--- config.mk ---
export PLATFORM = sky130hd
export DESIGN_NAME = step_sequencer_track_player_flat
export DESIGN_NICKNAME = d
export VERILOG_FILES = /design/src/sstp_pkg.sv /design/src/sstp_if.sv /design/src/step_sequencer_track_player.sv /design/src/sstp_ctrl.sv /design/src/sstp_dp.sv /design/src/flat_wrapper.sv
export SDC_FILE = /design/constraint.sdc
export NUM_CORES = 2
export LEC_CHECK = 0
export BUFFER_PORTS_ARGS = -buffer_cell sky130_fd_sc_hd__buf_2
export CAP_MARGIN = 20
export CORE_MARGIN = 3
export CORE_UTILIZATION = 25
export DETAILED_ROUTE_END_ITERATION = 8
export PLACE_DENSITY = 0.39
export SKIP_LAST_GASP = 1
export SLEW_MARGIN = 20
export SYNTH_ARGS = -nofsm -noshare
export SYNTH_HDL_FRONTEND = slang
export SYNTH_SLANG_ARGS = --single-unit
--- constraint.sdc ---
create_clock -name clk -period 10.34 [get_ports clk]
set_clock_uncertainty 0.2 [all_clocks]
set_input_delay 0.517 -clock clk [delete_from_list [all_inputs] [get_ports clk]]
set_output_delay 0.517 -clock clk [all_outputs]
set_load 0.02 [all_outputs]
--- src/sstp_pkg.sv ---
`default_nettype none
package sstp_pkg;

  localparam int TICK_W       = 12;
  localparam int NOTE_W       = 7;
  localparam int DUR_W        = 8;
  localparam int CH_W         = 5;
  localparam int CNT_W        = 6;
  localparam int CFG_IDX_W    = 3;
  localparam int CFG_DATA_W   = 12;
  localparam int EV_SLOTS_DEF = 32;
  localparam int PL_SLOTS_DEF = 16;

  // input function codes
  localparam logic [2:0] FN_TICK   = 3'd0;
  localparam logic [2:0] FN_ADD    = 3'd1;
  localparam logic [2:0] FN_REMOVE = 3'd2;
  localparam logic [2:0] FN_CUE    = 3'd3;
  localparam logic [2:0] FN_FLUSH  = 3'd4;
  localparam logic [2:0] FN_COUNT  = 3'd5;

  // result kinds
  localparam logic [1:0] KIND_ON   = 2'd0;
  localparam logic [1:0] KIND_OFF  = 2'd1;
  localparam logic [1:0] KIND_DONE = 2'd2;

  // mute status codes
  localparam logic [1:0] MS_OFF      = 2'd0;
  localparam logic [1:0] MS_ON       = 2'd1;
  localparam logic [1:0] MS_ON_CUED  = 2'd2;
  localparam logic [1:0] MS_OFF_CUED = 2'd3;

  // speed codes
  localparam logic [2:0] SPD_X1      = 3'd0;
  localparam logic [2:0] SPD_X2      = 3'd1;
  localparam logic [2:0] SPD_QUARTER = 3'd2;
  localparam logic [2:0] SPD_THIRD   = 3'd3;
  localparam logic [2:0] SPD_HALF    = 3'd4;

  // register indexes
  localparam logic [CFG_IDX_W-1:0] REG_LAST_TICK = 3'd0;
  localparam logic [CFG_IDX_W-1:0] REG_SPEED     = 3'd1;
  localparam logic [CFG_IDX_W-1:0] REG_CHANNEL   = 3'd2;
  localparam logic [CFG_IDX_W-1:0] REG_NOTE_CH   = 3'd3;
  localparam logic [CFG_IDX_W-1:0] REG_TRANSPOSE = 3'd4;

  typedef struct packed {
    logic [2:0]        func;
    logic [TICK_W-1:0] tick_value;
    logic [TICK_W-1:0] tick_end;
    logic [NOTE_W-1:0] note_number;
    logic [NOTE_W-1:0] note_velocity;
    logic [DUR_W-1:0]  note_duration;
    logic              mute_wanted;
  } in_t;

  typedef struct packed {
    logic [1:0]        kind;
    logic [CH_W-1:0]   channel;
    logic [NOTE_W-1:0] note_out;
    logic [NOTE_W-1:0] velocity_out;
    logic [CNT_W-1:0]  match_count;
    logic [TICK_W-1:0] track_time;
    logic [1:0]        mute_status;
    logic              last;
  } out_t;

  typedef struct packed {
    logic [TICK_W-1:0] tick;
    logic [NOTE_W-1:0] note;
    logic [NOTE_W-1:0] vel;
    logic [DUR_W-1:0]  dur;
  } ev_t;

  typedef struct packed {
    logic [NOTE_W-1:0] note;
    logic [NOTE_W-1:0] vel;
    logic [DUR_W-1:0]  dur;
  } held_t;

  typedef enum logic [3:0] {
    ST_IDLE, ST_TIME, ST_ON, ST_OFF, ST_ADD, ST_REM, ST_CNT, ST_FLUSH, ST_DONE
  } state_t;

  typedef enum logic [3:0] {
    OP_NOP, OP_LOAD, OP_TIME, OP_ON, OP_OFF, OP_FLUSH, OP_ADD, OP_REM, OP_REM_FIN,
    OP_CNT, OP_DONE
  } dp_op_t;

  typedef struct packed {
    dp_op_t op;
  } cmd_t;

  typedef struct packed {
    logic out_free;
    logic on_due;
    logic note_ok;
    logic off_emit;
    logic slot_valid;
    logic slot_end;
    logic add_fin;
    logic scan_end;
    logic table_full;
  } status_t;

endpackage
`default_nettype wire

--- src/sstp_if.sv ---
`default_nettype none
interface sstp_in_if import sstp_pkg::*; ();
  logic valid;
  logic ready;
  in_t  data;
  modport source (output valid, output data, input ready);
  modport sink (input valid, input data, output ready);
endinterface

interface sstp_out_if import sstp_pkg::*; ();
  logic valid;
  logic ready;
  out_t data;
  modport source (output valid, output data, input ready);
  modport sink (input valid, input data, output ready);
endinterface
`default_nettype wire

--- src/step_sequencer_track_player.sv ---
// step sequencer track player: plays one track of a pattern
// channels: in_ch carries one command word (tick, add, remove, cue mute,
// flush, count); out_ch returns note-on / note-off words and then one done
// word with last set; every word carries track time and mute status
// configuration: cfg_we / cfg_index / cfg_data write pattern length, speed,
// channel, note-as-channel and transpose; the user must write them only while
// the block is idle, as the block itself does not enforce this
// one word in service at a time; in_ch.ready is high only while the sequencer
// is idle; tick steps the time, emits due events as note-on words, then scans
// every played slot; add moves entries up until its place is found; remove
// and count scan the filled entries; flush scans every played slot; cue mute,
// unknown codes and add to a full table go straight to the done word; the
// event table and played buffer are scanned one entry per cycle through a
// single read port each; a stalled receiver holds the output register; the
// scan waits on each step with a word to send, so nothing is lost or repeated
// reset empties the event table and played buffer, zeroes time, pointer,
// prescaler and mute state, and loads the register defaults
`default_nettype none
module step_sequencer_track_player import sstp_pkg::*; #(
  parameter int EVENT_SLOTS  = EV_SLOTS_DEF,
  parameter int PLAYED_SLOTS = PL_SLOTS_DEF
) (
  input  wire logic                  clk,
  input  wire logic                  rst,
  input  wire logic                  cfg_we,
  input  wire logic [CFG_IDX_W-1:0]  cfg_index,
  input  wire logic [CFG_DATA_W-1:0] cfg_data,
  sstp_in_if.sink                    in_ch,
  sstp_out_if.source                 out_ch
);

  // controller to datapath commands and status
  cmd_t    cmd;
  status_t status;

  sstp_ctrl u_ctrl (
    .clk      (clk),
    .rst      (rst),
    .in_valid (in_ch.valid),
    .in_func  (in_ch.data.func),
    .in_ready (in_ch.ready),
    .status   (status),
    .cmd      (cmd)
  );

  sstp_dp #(
    .EVENT_SLOTS  (EVENT_SLOTS),
    .PLAYED_SLOTS (PLAYED_SLOTS)
  ) u_dp (
    .clk       (clk),
    .rst       (rst),
    .cfg_we    (cfg_we),
    .cfg_index (cfg_index),
    .cfg_data  (cfg_data),
    .in_data   (in_ch.data),
    .cmd       (cmd),
    .status    (status),
    .out_ch    (out_ch)
  );

endmodule
`default_nettype wire

--- src/sstp_ctrl.sv ---
`default_nettype none
module sstp_ctrl import sstp_pkg::*; (
  input  wire logic    clk,
  input  wire logic    rst,
  input  wire logic    in_valid,
  input  wire logic [2:0] in_func,
  output logic         in_ready,
  input  wire status_t status,
  output cmd_t         cmd
);

  state_t state, state_next;

  always_ff @(posedge clk) begin
    if (rst) begin
      state <= ST_IDLE;
    end else begin
      state <= state_next;
    end
  end

  always_comb begin
    state_next = state;
    cmd.op     = OP_NOP;
    in_ready   = 1'b0;
    case (state)
      ST_IDLE: begin
        in_ready = 1'b1;
        if (in_valid) begin
          cmd.op = OP_LOAD;
          case (in_func)
            FN_TICK:   state_next = ST_TIME;
            FN_ADD:    state_next = status.table_full ? ST_DONE : ST_ADD;
            FN_REMOVE: state_next = ST_REM;
            FN_FLUSH:  state_next = ST_FLUSH;
            FN_COUNT:  state_next = ST_CNT;
            default:   state_next = ST_DONE;
          endcase
        end
      end
      ST_TIME: begin
        cmd.op     = OP_TIME;
        state_next = ST_ON;
      end
      ST_ON: begin
        if (!status.on_due) begin
          state_next = ST_OFF;
        end else if (!status.note_ok || status.out_free) begin
          cmd.op = OP_ON;
        end
      end
      ST_OFF: begin
        if (status.slot_end) begin
          state_next = ST_DONE;
        end else if (!status.off_emit || status.out_free) begin
          cmd.op = OP_OFF;
        end
      end
      ST_FLUSH: begin
        if (status.slot_end) begin
          state_next = ST_DONE;
        end else if (!status.slot_valid || status.out_free) begin
          cmd.op = OP_FLUSH;
        end
      end
      ST_ADD: begin
        cmd.op = OP_ADD;
        if (status.add_fin) state_next = ST_DONE;
      end
      ST_REM: begin
        if (status.scan_end) begin
          cmd.op     = OP_REM_FIN;
          state_next = ST_DONE;
        end else begin
          cmd.op = OP_REM;
        end
      end
      ST_CNT: begin
        if (status.scan_end) begin
          state_next = ST_DONE;
        end else begin
          cmd.op = OP_CNT;
        end
      end
      ST_DONE: begin
        if (status.out_free) begin
          cmd.op     = OP_DONE;
          state_next = ST_IDLE;
        end
      end
      default: state_next = ST_IDLE;
    endcase
  end

endmodule
`default_nettype wire

--- src/sstp_dp.sv ---
`default_nettype none
module sstp_dp import sstp_pkg::*; #(
  parameter int EVENT_SLOTS  = EV_SLOTS_DEF,
  parameter int PLAYED_SLOTS = PL_SLOTS_DEF
) (
  input  wire logic                  clk,
  input  wire logic                  rst,
  input  wire logic                  cfg_we,
  input  wire logic [CFG_IDX_W-1:0]  cfg_index,
  input  wire logic [CFG_DATA_W-1:0] cfg_data,
  input  wire in_t                   in_data,
  input  wire cmd_t                  cmd,
  output status_t                    status,
  sstp_out_if.source                 out_ch
);

  localparam int EV_IW = $clog2(EVENT_SLOTS);
  localparam int CW    = $clog2(EVENT_SLOTS + 1);
  localparam int PL_IW = $clog2(PLAYED_SLOTS);
  localparam int PW    = $clog2(PLAYED_SLOTS + 1);
  localparam logic [EV_IW-1:0] NE_MAX  = EV_IW'(EVENT_SLOTS - 1);
  localparam logic [CW-1:0]    EV_FULL = CW'(EVENT_SLOTS);
  localparam logic [PW-1:0]    PL_END  = PW'(PLAYED_SLOTS);

  // configuration
  logic [TICK_W-1:0] last_tick;
  logic [2:0]        speed;
  logic [CH_W-1:0]   out_chan;
  logic              note_is_ch;
  logic [7:0]        transpose;

  // track state
  ev_t               ev_mem [EVENT_SLOTS];
  held_t             pl_mem [PLAYED_SLOTS];
  logic [PLAYED_SLOTS-1:0] pl_valid;
  logic [CW-1:0]     used;
  logic [TICK_W-1:0] cur_time;
  logic [EV_IW-1:0]  ne;
  logic [1:0]        pc;
  logic              muted, cue_pend, cue_val;
  logic [1:0]        step_r;
  in_t               req;
  logic [CW-1:0]     idx, wr;
  logic [PW-1:0]     slot;
  logic [CNT_W-1:0]  cnt;
  logic              out_valid;
  out_t              out_q;

  // reads
  logic [CW-1:0]     idx_m1;
  logic [EV_IW-1:0]  rd_addr;
  ev_t               ev_rd;
  held_t             pl_rd;
  logic              pl_v;
  logic              match;
  logic signed [8:0] nv;
  logic              note_ok;
  logic [CH_W-1:0]   ch_on;
  logic              free_any;
  logic [PL_IW-1:0]  free_idx;
  logic [1:0]        mstat;
  logic              add_fin;

  assign idx_m1  = idx - CW'(1);
  assign rd_addr = (req.func == FN_ADD) ? idx_m1[EV_IW-1:0] : idx[EV_IW-1:0];
  assign ev_rd   = ev_mem[rd_addr];
  assign pl_rd   = pl_mem[slot[PL_IW-1:0]];
  assign pl_v    = (slot < PL_END) && pl_valid[slot[PL_IW-1:0]];
  assign match   = (ev_rd.tick >= req.tick_value) && (ev_rd.tick <= req.tick_end) &&
                   (ev_rd.note == req.note_number);
  assign nv      = $signed({2'b00, ev_rd.note}) + $signed({transpose[7], transpose});
  assign note_ok = (nv[8:7] == 2'b00);
  assign add_fin = (idx == '0) || (ev_rd.tick <= req.tick_value);

  always_comb begin
    if (!note_is_ch) begin
      ch_on = out_chan;
    end else if (nv[6:0] == 7'd0) begin
      ch_on = CH_W'(1);
    end else if (nv[6:0] > 7'd16) begin
      ch_on = CH_W'(16);
    end else begin
      ch_on = nv[CH_W-1:0];
    end
  end

  // first empty played slot
  always_comb begin
    free_any = 1'b0;
    free_idx = '0;
    for (int i = PLAYED_SLOTS - 1; i >= 0; i--) begin
      if (!pl_valid[i]) begin
        free_any = 1'b1;
        free_idx = PL_IW'(i);
      end
    end
  end

  always_comb begin
    if (muted && !cue_pend) mstat = MS_ON;
    else if (!muted && cue_pend && cue_val) mstat = MS_ON_CUED;
    else if (muted && cue_pend && !cue_val) mstat = MS_OFF_CUED;
    else mstat = MS_OFF;
  end

  // time step and wrap
  logic [1:0]        pc_n;
  logic [1:0]        st;
  logic [2:0]        div;
  logic              use_div;
  logic [2:0]        pc1;
  logic [TICK_W:0]   sum;
  logic              wrap;

  always_comb begin
    st      = 2'd0;
    div     = 3'd4;
    use_div = 1'b0;
    pc_n    = pc;
    pc1     = {1'b0, pc} + 3'd1;
    case (speed)
      SPD_X1:      st = 2'd1;
      SPD_X2:      st = 2'd2;
      SPD_QUARTER: begin div = 3'd4; use_div = 1'b1; end
      SPD_THIRD:   begin div = 3'd3; use_div = 1'b1; end
      SPD_HALF:    begin div = 3'd2; use_div = 1'b1; end
      default:     st = 2'd0;
    endcase
    if (use_div) begin
      if (pc1 >= div) begin
        pc_n = 2'd0;
        st   = 2'd1;
      end else begin
        pc_n = pc1[1:0];
      end
    end
  end

  assign sum  = {1'b0, cur_time} + (TICK_W + 1)'(st);
  assign wrap = sum > {1'b0, last_tick};

  // write and emit selection
  logic              ev_we;
  logic [EV_IW-1:0]  ev_wa;
  ev_t               ev_wd;
  logic              pl_we;
  logic [PL_IW-1:0]  pl_wa;
  held_t             pl_wd;
  logic              emit;
  out_t              emit_d;

  always_comb begin
    ev_we  = 1'b0;
    ev_wa  = idx[EV_IW-1:0];
    ev_wd  = ev_rd;
    pl_we  = 1'b0;
    pl_wa  = slot[PL_IW-1:0];
    pl_wd  = pl_rd;
    emit   = 1'b0;
    emit_d = '0;
    emit_d.track_time  = cur_time;
    emit_d.mute_status = mstat;
    case (cmd.op)
      OP_ON: begin
        if (note_ok) begin
          emit                = 1'b1;
          emit_d.kind         = KIND_ON;
          emit_d.channel      = ch_on;
          emit_d.note_out     = nv[6:0];
          emit_d.velocity_out = ev_rd.vel;
          if (free_any) begin
            pl_we = 1'b1;
            pl_wa = free_idx;
            pl_wd = '{note: nv[6:0], vel: ev_rd.vel, dur: ev_rd.dur};
          end
        end
      end
      OP_OFF: begin
        if (pl_v) begin
          if (pl_rd.dur == '0) begin
            emit            = 1'b1;
            emit_d.kind     = KIND_OFF;
            emit_d.channel  = out_chan;
            emit_d.note_out = pl_rd.note;
          end else begin
            pl_we     = 1'b1;
            pl_wd.dur = (pl_rd.dur > DUR_W'(step_r)) ? pl_rd.dur - DUR_W'(step_r) : '0;
          end
        end
      end
      OP_FLUSH: begin
        if (pl_v) begin
          emit                = 1'b1;
          emit_d.kind         = KIND_OFF;
          emit_d.channel      = out_chan;
          emit_d.note_out     = pl_rd.note;
          emit_d.velocity_out = pl_rd.vel;
        end
      end
      OP_ADD: begin
        ev_we = 1'b1;
        if (add_fin) begin
          ev_wd = '{tick: req.tick_value, note: req.note_number,
                    vel: req.note_velocity, dur: req.note_duration};
        end
      end
      OP_REM: begin
        if (!match) begin
          ev_we = 1'b1;
          ev_wa = wr[EV_IW-1:0];
        end
      end
      OP_DONE: begin
        emit               = 1'b1;
        emit_d.kind        = KIND_DONE;
        emit_d.match_count = cnt;
        emit_d.last        = 1'b1;
      end
      default: emit = 1'b0;
    endcase
  end

  // payload storage
  always_ff @(posedge clk) begin
    if (ev_we) ev_mem[ev_wa] <= ev_wd;
    if (pl_we) pl_mem[pl_wa] <= pl_wd;
    if (emit) out_q <= emit_d;
    if (cmd.op == OP_LOAD) req <= in_data;
  end

  // control state
  always_ff @(posedge clk) begin
    if (rst) begin
      last_tick  <= TICK_W'(47);
      speed      <= SPD_X1;
      out_chan   <= CH_W'(1);
      note_is_ch <= 1'b0;
      transpose  <= '0;
      pl_valid   <= '0;
      used       <= '0;
      cur_time   <= '0;
      ne         <= '0;
      pc         <= '0;
      muted      <= 1'b0;
      cue_pend   <= 1'b0;
      cue_val    <= 1'b0;
      step_r     <= '0;
      idx        <= '0;
      wr         <= '0;
      slot       <= '0;
      cnt        <= '0;
      out_valid  <= 1'b0;
    end else begin
      if (out_ch.ready) out_valid <= 1'b0;
      if (emit) out_valid <= 1'b1;
      if (cfg_we) begin
        case (cfg_index)
          REG_LAST_TICK: last_tick  <= cfg_data[TICK_W-1:0];
          REG_SPEED:     speed      <= cfg_data[2:0];
          REG_CHANNEL:   out_chan   <= cfg_data[CH_W-1:0];
          REG_NOTE_CH:   note_is_ch <= cfg_data[0];
          REG_TRANSPOSE: transpose  <= cfg_data[7:0];
          default:       ;
        endcase
      end
      if (pl_we && cmd.op == OP_ON) pl_valid[pl_wa] <= 1'b1;
      case (cmd.op)
        OP_LOAD: begin
          idx  <= (in_data.func == FN_ADD) ? used : '0;
          wr   <= '0;
          cnt  <= '0;
          slot <= '0;
          if (in_data.func == FN_CUE) begin
            cue_pend <= 1'b1;
            cue_val  <= in_data.mute_wanted;
          end
        end
        OP_TIME: begin
          pc <= pc_n;
          if (wrap) begin
            cur_time <= '0;
            ne       <= '0;
            step_r   <= '0;
            idx      <= '0;
            if (cue_pend) begin
              muted    <= cue_val;
              cue_pend <= 1'b0;
            end
          end else begin
            cur_time <= sum[TICK_W-1:0];
            step_r   <= st;
            idx      <= CW'(ne);
          end
        end
        OP_ON: begin
          idx <= idx + CW'(1);
          if (ne != NE_MAX) ne <= ne + EV_IW'(1);
        end
        OP_OFF: begin
          if (pl_v && pl_rd.dur == '0) pl_valid[slot[PL_IW-1:0]] <= 1'b0;
          slot <= slot + PW'(1);
        end
        OP_FLUSH: begin
          if (pl_v) pl_valid[slot[PL_IW-1:0]] <= 1'b0;
          slot <= slot + PW'(1);
        end
        OP_ADD: begin
          if (add_fin) begin
            used <= used + CW'(1);
            if (req.tick_value < cur_time && ne != NE_MAX) ne <= ne + EV_IW'(1);
          end else begin
            idx <= idx_m1;
          end
        end
        OP_REM: begin
          idx <= idx + CW'(1);
          if (match) begin
            if (ev_rd.tick < cur_time && ne != '0) ne <= ne - EV_IW'(1);
          end else begin
            wr <= wr + CW'(1);
          end
        end
        OP_REM_FIN: used <= wr;
        OP_CNT: begin
          idx <= idx + CW'(1);
          if (match) cnt <= cnt + CNT_W'(1);
        end
        default: ;
      endcase
    end
  end

  assign out_ch.valid = out_valid;
  assign out_ch.data  = out_q;

  assign status.out_free   = !out_valid || out_ch.ready;
  assign status.on_due     = !muted && (idx < used) && (ev_rd.tick <= cur_time);
  assign status.note_ok    = note_ok;
  assign status.off_emit   = pl_v && (pl_rd.dur == '0);
  assign status.slot_valid = pl_v;
  assign status.slot_end   = (slot == PL_END);
  assign status.add_fin    = add_fin;
  assign status.scan_end   = (idx == used);
  assign status.table_full = (used == EV_FULL);

endmodule
`default_nettype wire

--- src/flat_wrapper.sv ---
// flat-port wrapper written by rule: the top's interface ports become plain ports
module step_sequencer_track_player_flat import sstp_pkg::*;
#(
  parameter int EVENT_SLOTS  = EV_SLOTS_DEF,
  parameter int PLAYED_SLOTS = PL_SLOTS_DEF
)
  (clk, rst, cfg_we, cfg_index, cfg_data, in_ch_valid, in_ch_data, in_ch_ready, out_ch_valid, out_ch_data, out_ch_ready);
  sstp_in_if in_ch_i ();
  sstp_out_if out_ch_i ();
  input  wire logic clk;
  input  wire logic rst;
  input  wire logic cfg_we;
  input  wire logic [CFG_IDX_W-1:0] cfg_index;
  input  wire logic [CFG_DATA_W-1:0] cfg_data;
  input wire logic [$bits(in_ch_i.valid)-1:0] in_ch_valid;
  input wire logic [$bits(in_ch_i.data)-1:0] in_ch_data;
  output wire logic [$bits(in_ch_i.ready)-1:0] in_ch_ready;
  output wire logic [$bits(out_ch_i.valid)-1:0] out_ch_valid;
  output wire logic [$bits(out_ch_i.data)-1:0] out_ch_data;
  input wire logic [$bits(out_ch_i.ready)-1:0] out_ch_ready;
  assign in_ch_i.valid = in_ch_valid;
  assign in_ch_i.data = in_ch_data;
  assign in_ch_ready = in_ch_i.ready;
  assign out_ch_valid = out_ch_i.valid;
  assign out_ch_data = out_ch_i.data;
  assign out_ch_i.ready = out_ch_ready;
  step_sequencer_track_player #(.EVENT_SLOTS(EVENT_SLOTS), .PLAYED_SLOTS(PLAYED_SLOTS)) u_core (.clk(clk), .rst(rst), .cfg_we(cfg_we), .cfg_index(cfg_index), .cfg_data(cfg_data), .in_ch(in_ch_i), .out_ch(out_ch_i));
endmodule
==> flow_summary.json <==
{
  "status": "finished, final reports clean",
  "grt_overflow": 0,
  "core.rowCount": 190,
  "synthDistinctLibCells": 92,
  "wl_um": 226000,
  "cts_tree": "done",
  "r2r_start": "u_core.u_dp.idx[1]",
  "ys_ff_latch": 1637,
  "placed_area_um2": 74300,
  "synth.yosys.warnings": 0,
  "min_period_ns": 8.93,
  "p_int_uw": 15800,
  "synth_edf_count": 1530,
  "syn-num-nets": 4237,
  "wl_met2_um": 105000,
  "critPathRequiredTime_ns": 10.60,
  "highest_layer": "met5",
  "cp_max_fo": 22,
  "power.density_nw_per_um2": 308,
  "final_max_slew_viol_count": 0,
  "ff2ff_setup_slack_ns": 1.41,
  "dr.first_iter.drc_count": 3463,
  "start_util": 0.252,
  "ff2ff_path_depth": 24,
  "crit_arrival_ns": 9.19,
  "netlist_instances": 4069,
  "drive_above_1_share": 0.230,
  "vias": 39300,
  "synth.avg_cell_area_um2": 16.7,
  "rsz0062_at_grt": "no",
  "wl_met1_um": 106000,
  "min_path_type": "in2reg",
  "slew-limit-headroom": 0.244,
  "firstDrtPassIters": 8,
  "crit_path_start_kind": "register",
  "fillCellCount": 26500,
  "layout.nets": 4562,
  "postCtsSetupBuffers": 0,
  "grt_pass1_vias": 40100,
  "place_congestion": 0.804,
  "synthFlopType": "edfxtp_1",
  "crit_start": "u_core.u_dp.idx[1]",
  "tightestPinTransition_ns": 1.13,
  "end_kind": "register",
  "switchingPower_uw": 9180,
  "ir_drop_v": 0.000213,
  "grt_pass1_wl_um": 320000,
  "clockBufferDepth": 4,
  "drv_cap": 0,
  "die_h_um": 527,
  "fin_area_um2": 81200,
  "portBuffers": 113,
  "clkSinkCount": 1637,
  "antenna_found_initial": 7,
  "clock_latency_ns": 0.86,
  "endpoint": "u_core.u_dp.ev_mem[30][16]",
  "setup_violations": 0,
  "dieArea_um2": 278000,
  "wl_per_cell_um": 27.9,
  "p_seq_frac": 0.392,
  "met3_length_um": 10500,
  "path_clk_slew_ns": 0.06,
  "via_per_inst": 4.84,
  "placeableCoreArea_um2": 269000,
  "worstSetupPathType": "reg2reg",
  "cts_root_buf": "clkbuf_16",
  "totalNegativeSetupSlack_ns": 0,
  "timing.rr.end": "u_core.u_dp.ev_mem[30][16]",
  "cts_max_level": 4,
  "maxClockFrequency_mhz": 112,
  "seq_area_frac_synth": 0.707,
  "p_comb_frac": 0.345,
  "dp_hpwl_um": 141000,
  "cts_buffers": 197,
  "cts_resized": 0,
  "drc": 0,
  "pwr-share-clk": 0.263,
  "die_w_um": 527,
  "async_reset_ff_frac": 0,
  "hp-start": "in_ch_valid",
  "report.final.hold_viol_count": 0,
  "grt_max_degree": 95,
  "p_leak_uw": 0.0258,
  "p_sw_frac": 0.367,
  "finalCritPeriodShare": 0.864,
  "syn_to_final_growth_pct": 19.5,
  "synthesis.area_um2": 68000,
  "ant_nets": 0,
  "io_pins": 114,
  "hold_buffers": 78,
  "grtUsageTotal": 0.160
}
[layout make-up]
type,count,area (um^2),area share
well taps,3552,4440,0.0547
multi-input cells,2120,19400,0.239
flip-flops and latches,1637,48100,0.592
clock inverters,114,860,0.0106
diodes,5,12.5,0.000154
inverters,85,322,0.00396
clock buffers,240,5140,0.0633
repair buffers,353,2910,0.0358
[Yosys cell counts (82+ instances only)]
library cell  count  area, um^2
edfxtp_1       1530       45900
nand2_1         385        1450
mux4_2          335        7540
nor2_1          188         706
clkbuf_1        143         537
a21oi_1         125         626
dfxtp_1         107        2140
o21ai_0         104         521
ha_1             94        1180
o22ai_1          88         551
inv_1            84         315
nand3_1          82         410
[power groups by stage]
stage / logic, uW / registers (uW) / clock network (uW)
2_1_floorplan: 4490 / 9930 / 0
3_3_place_gp: 8670 / 9970 / 0
3_5_place_dp: 8740 / 9960 / 0
4_1_cts: 8760 / 9820 / 6750
5_1_grt: 9340 / 9840 / 7010
6_report: 8630 / 9810 / 6560
[sequential cells by signal (all words and copies together) (netlist names), 6 cells and up, named ones only]
signal,flops
u_core.u_dp.cur_time,12
u_core.u_dp.req,49
u_core.u_dp.idx,6
u_core.u_dp.pl_mem,352
u_core.u_dp.used,6
u_core.u_dp.ev_mem,1088
u_core.u_dp.wr,6
u_core.u_dp.out_ch.data,41
u_core.u_dp.cnt,6
u_core.u_dp.pl_valid,16
u_core.u_dp.transpose,8
u_core.u_dp.last_tick,12
[metrics by stage]
step | util | total power [uW] | hold WS [ns] | instances | setup WS, ns
3_5_place_dp | 0.276 | 18700 | 0.251 | 7666 | 1.46
3_3_place_gp | 0.276 | 18600 | 0.244 | 7660 | 1.51
6_report | 0.302 | 25000 | 0.0659 | 8106 | 1.41
2_1_floorplan | - | 14400 | 0.224 | 4069 | 1.75
5_1_grt | 0.301 | 26200 | 0.0750 | 8102 | 1.01
4_1_cts | 0.301 | 25300 | 0.00611 | 8098 | 1.36
[layout by cell type (no fill, tap or decap), types with 38 or more instances in the layout]
cell type,n
a31oi_1,43
and3_1,48
buf_4,137
inv_1,82
mux4_2,335
nor2_1,172
o22ai_1,60
mux2_2,48
mux2i_1,41
o21ai_0,102
clkbuf_1,39
clkbuf_16,198
dfxtp_1,102
nor3_1,65
dlygate4sd3_1,78
buf_2,112
nand2_1,383
clkinv_1,49
ha_1,94
edfxtp_1,1530
nand3_1,82
o221ai_1,38
a21oi_1,108
[critical path, cell delays in order, from the launching register on]
cell	delay [ns]
dfxtp_2	0.32
inv_1	0.19
ha_1	0.65
nor4bb_2	0.35
buf_4	0.18
a21oi_4	0.74
buf_12	0.31
mux4_2	0.52
nand2_1	0.07
and3_1	0.17
a31oi_1	0.08
mux2_2	0.41
ha_1	0.30
a21o_1	0.16
a21o_1	0.17
a21oi_1	0.25
o21ai_0	0.17
a21oi_1	0.15
o32ai_1	0.15
a211o_1	0.27
a2111o_1	0.50
o31ai_4	0.51
mux2_2	0.48
o22ai_4	0.58
buf_4	0.53
[cell families after synthesis]
| group | synth area share |
|---|---|
| AO/OA/AOI/OAI | 0.0625 |
| flip-flops | 0.707 |
| buffers and inverters | 0.0182 |
| XOR/XNOR | 0.00410 |
| adder cells (fa/ha/maj) | 0.0185 |
| AND/OR/NAND/NOR | 0.0643 |
| multiplexers | 0.125 |
[layer usage]
layer  GRT usage  up-vias
li1            -    17100
met1       0.230    20900
met2       0.256     1035
met3      0.0226      277
met4      0.0343        4
met5           0        -
[how the worst min path moves through the flow]
stage                                             end  depth (start not counted)
after floorplan            u_core.u_dp.out_ch.data[7]                          0
after global placement    u_core.u_dp.out_ch.data[13]                          0
after detailed placement     u_core.u_dp.last_tick[7]                          2
after CTS                          u_core.u_dp.cnt[0]                          4
after global routing               u_core.u_dp.cnt[0]                          4
final                              u_core.u_dp.cnt[0]                          4
Power figures use the tool's default switching activity.
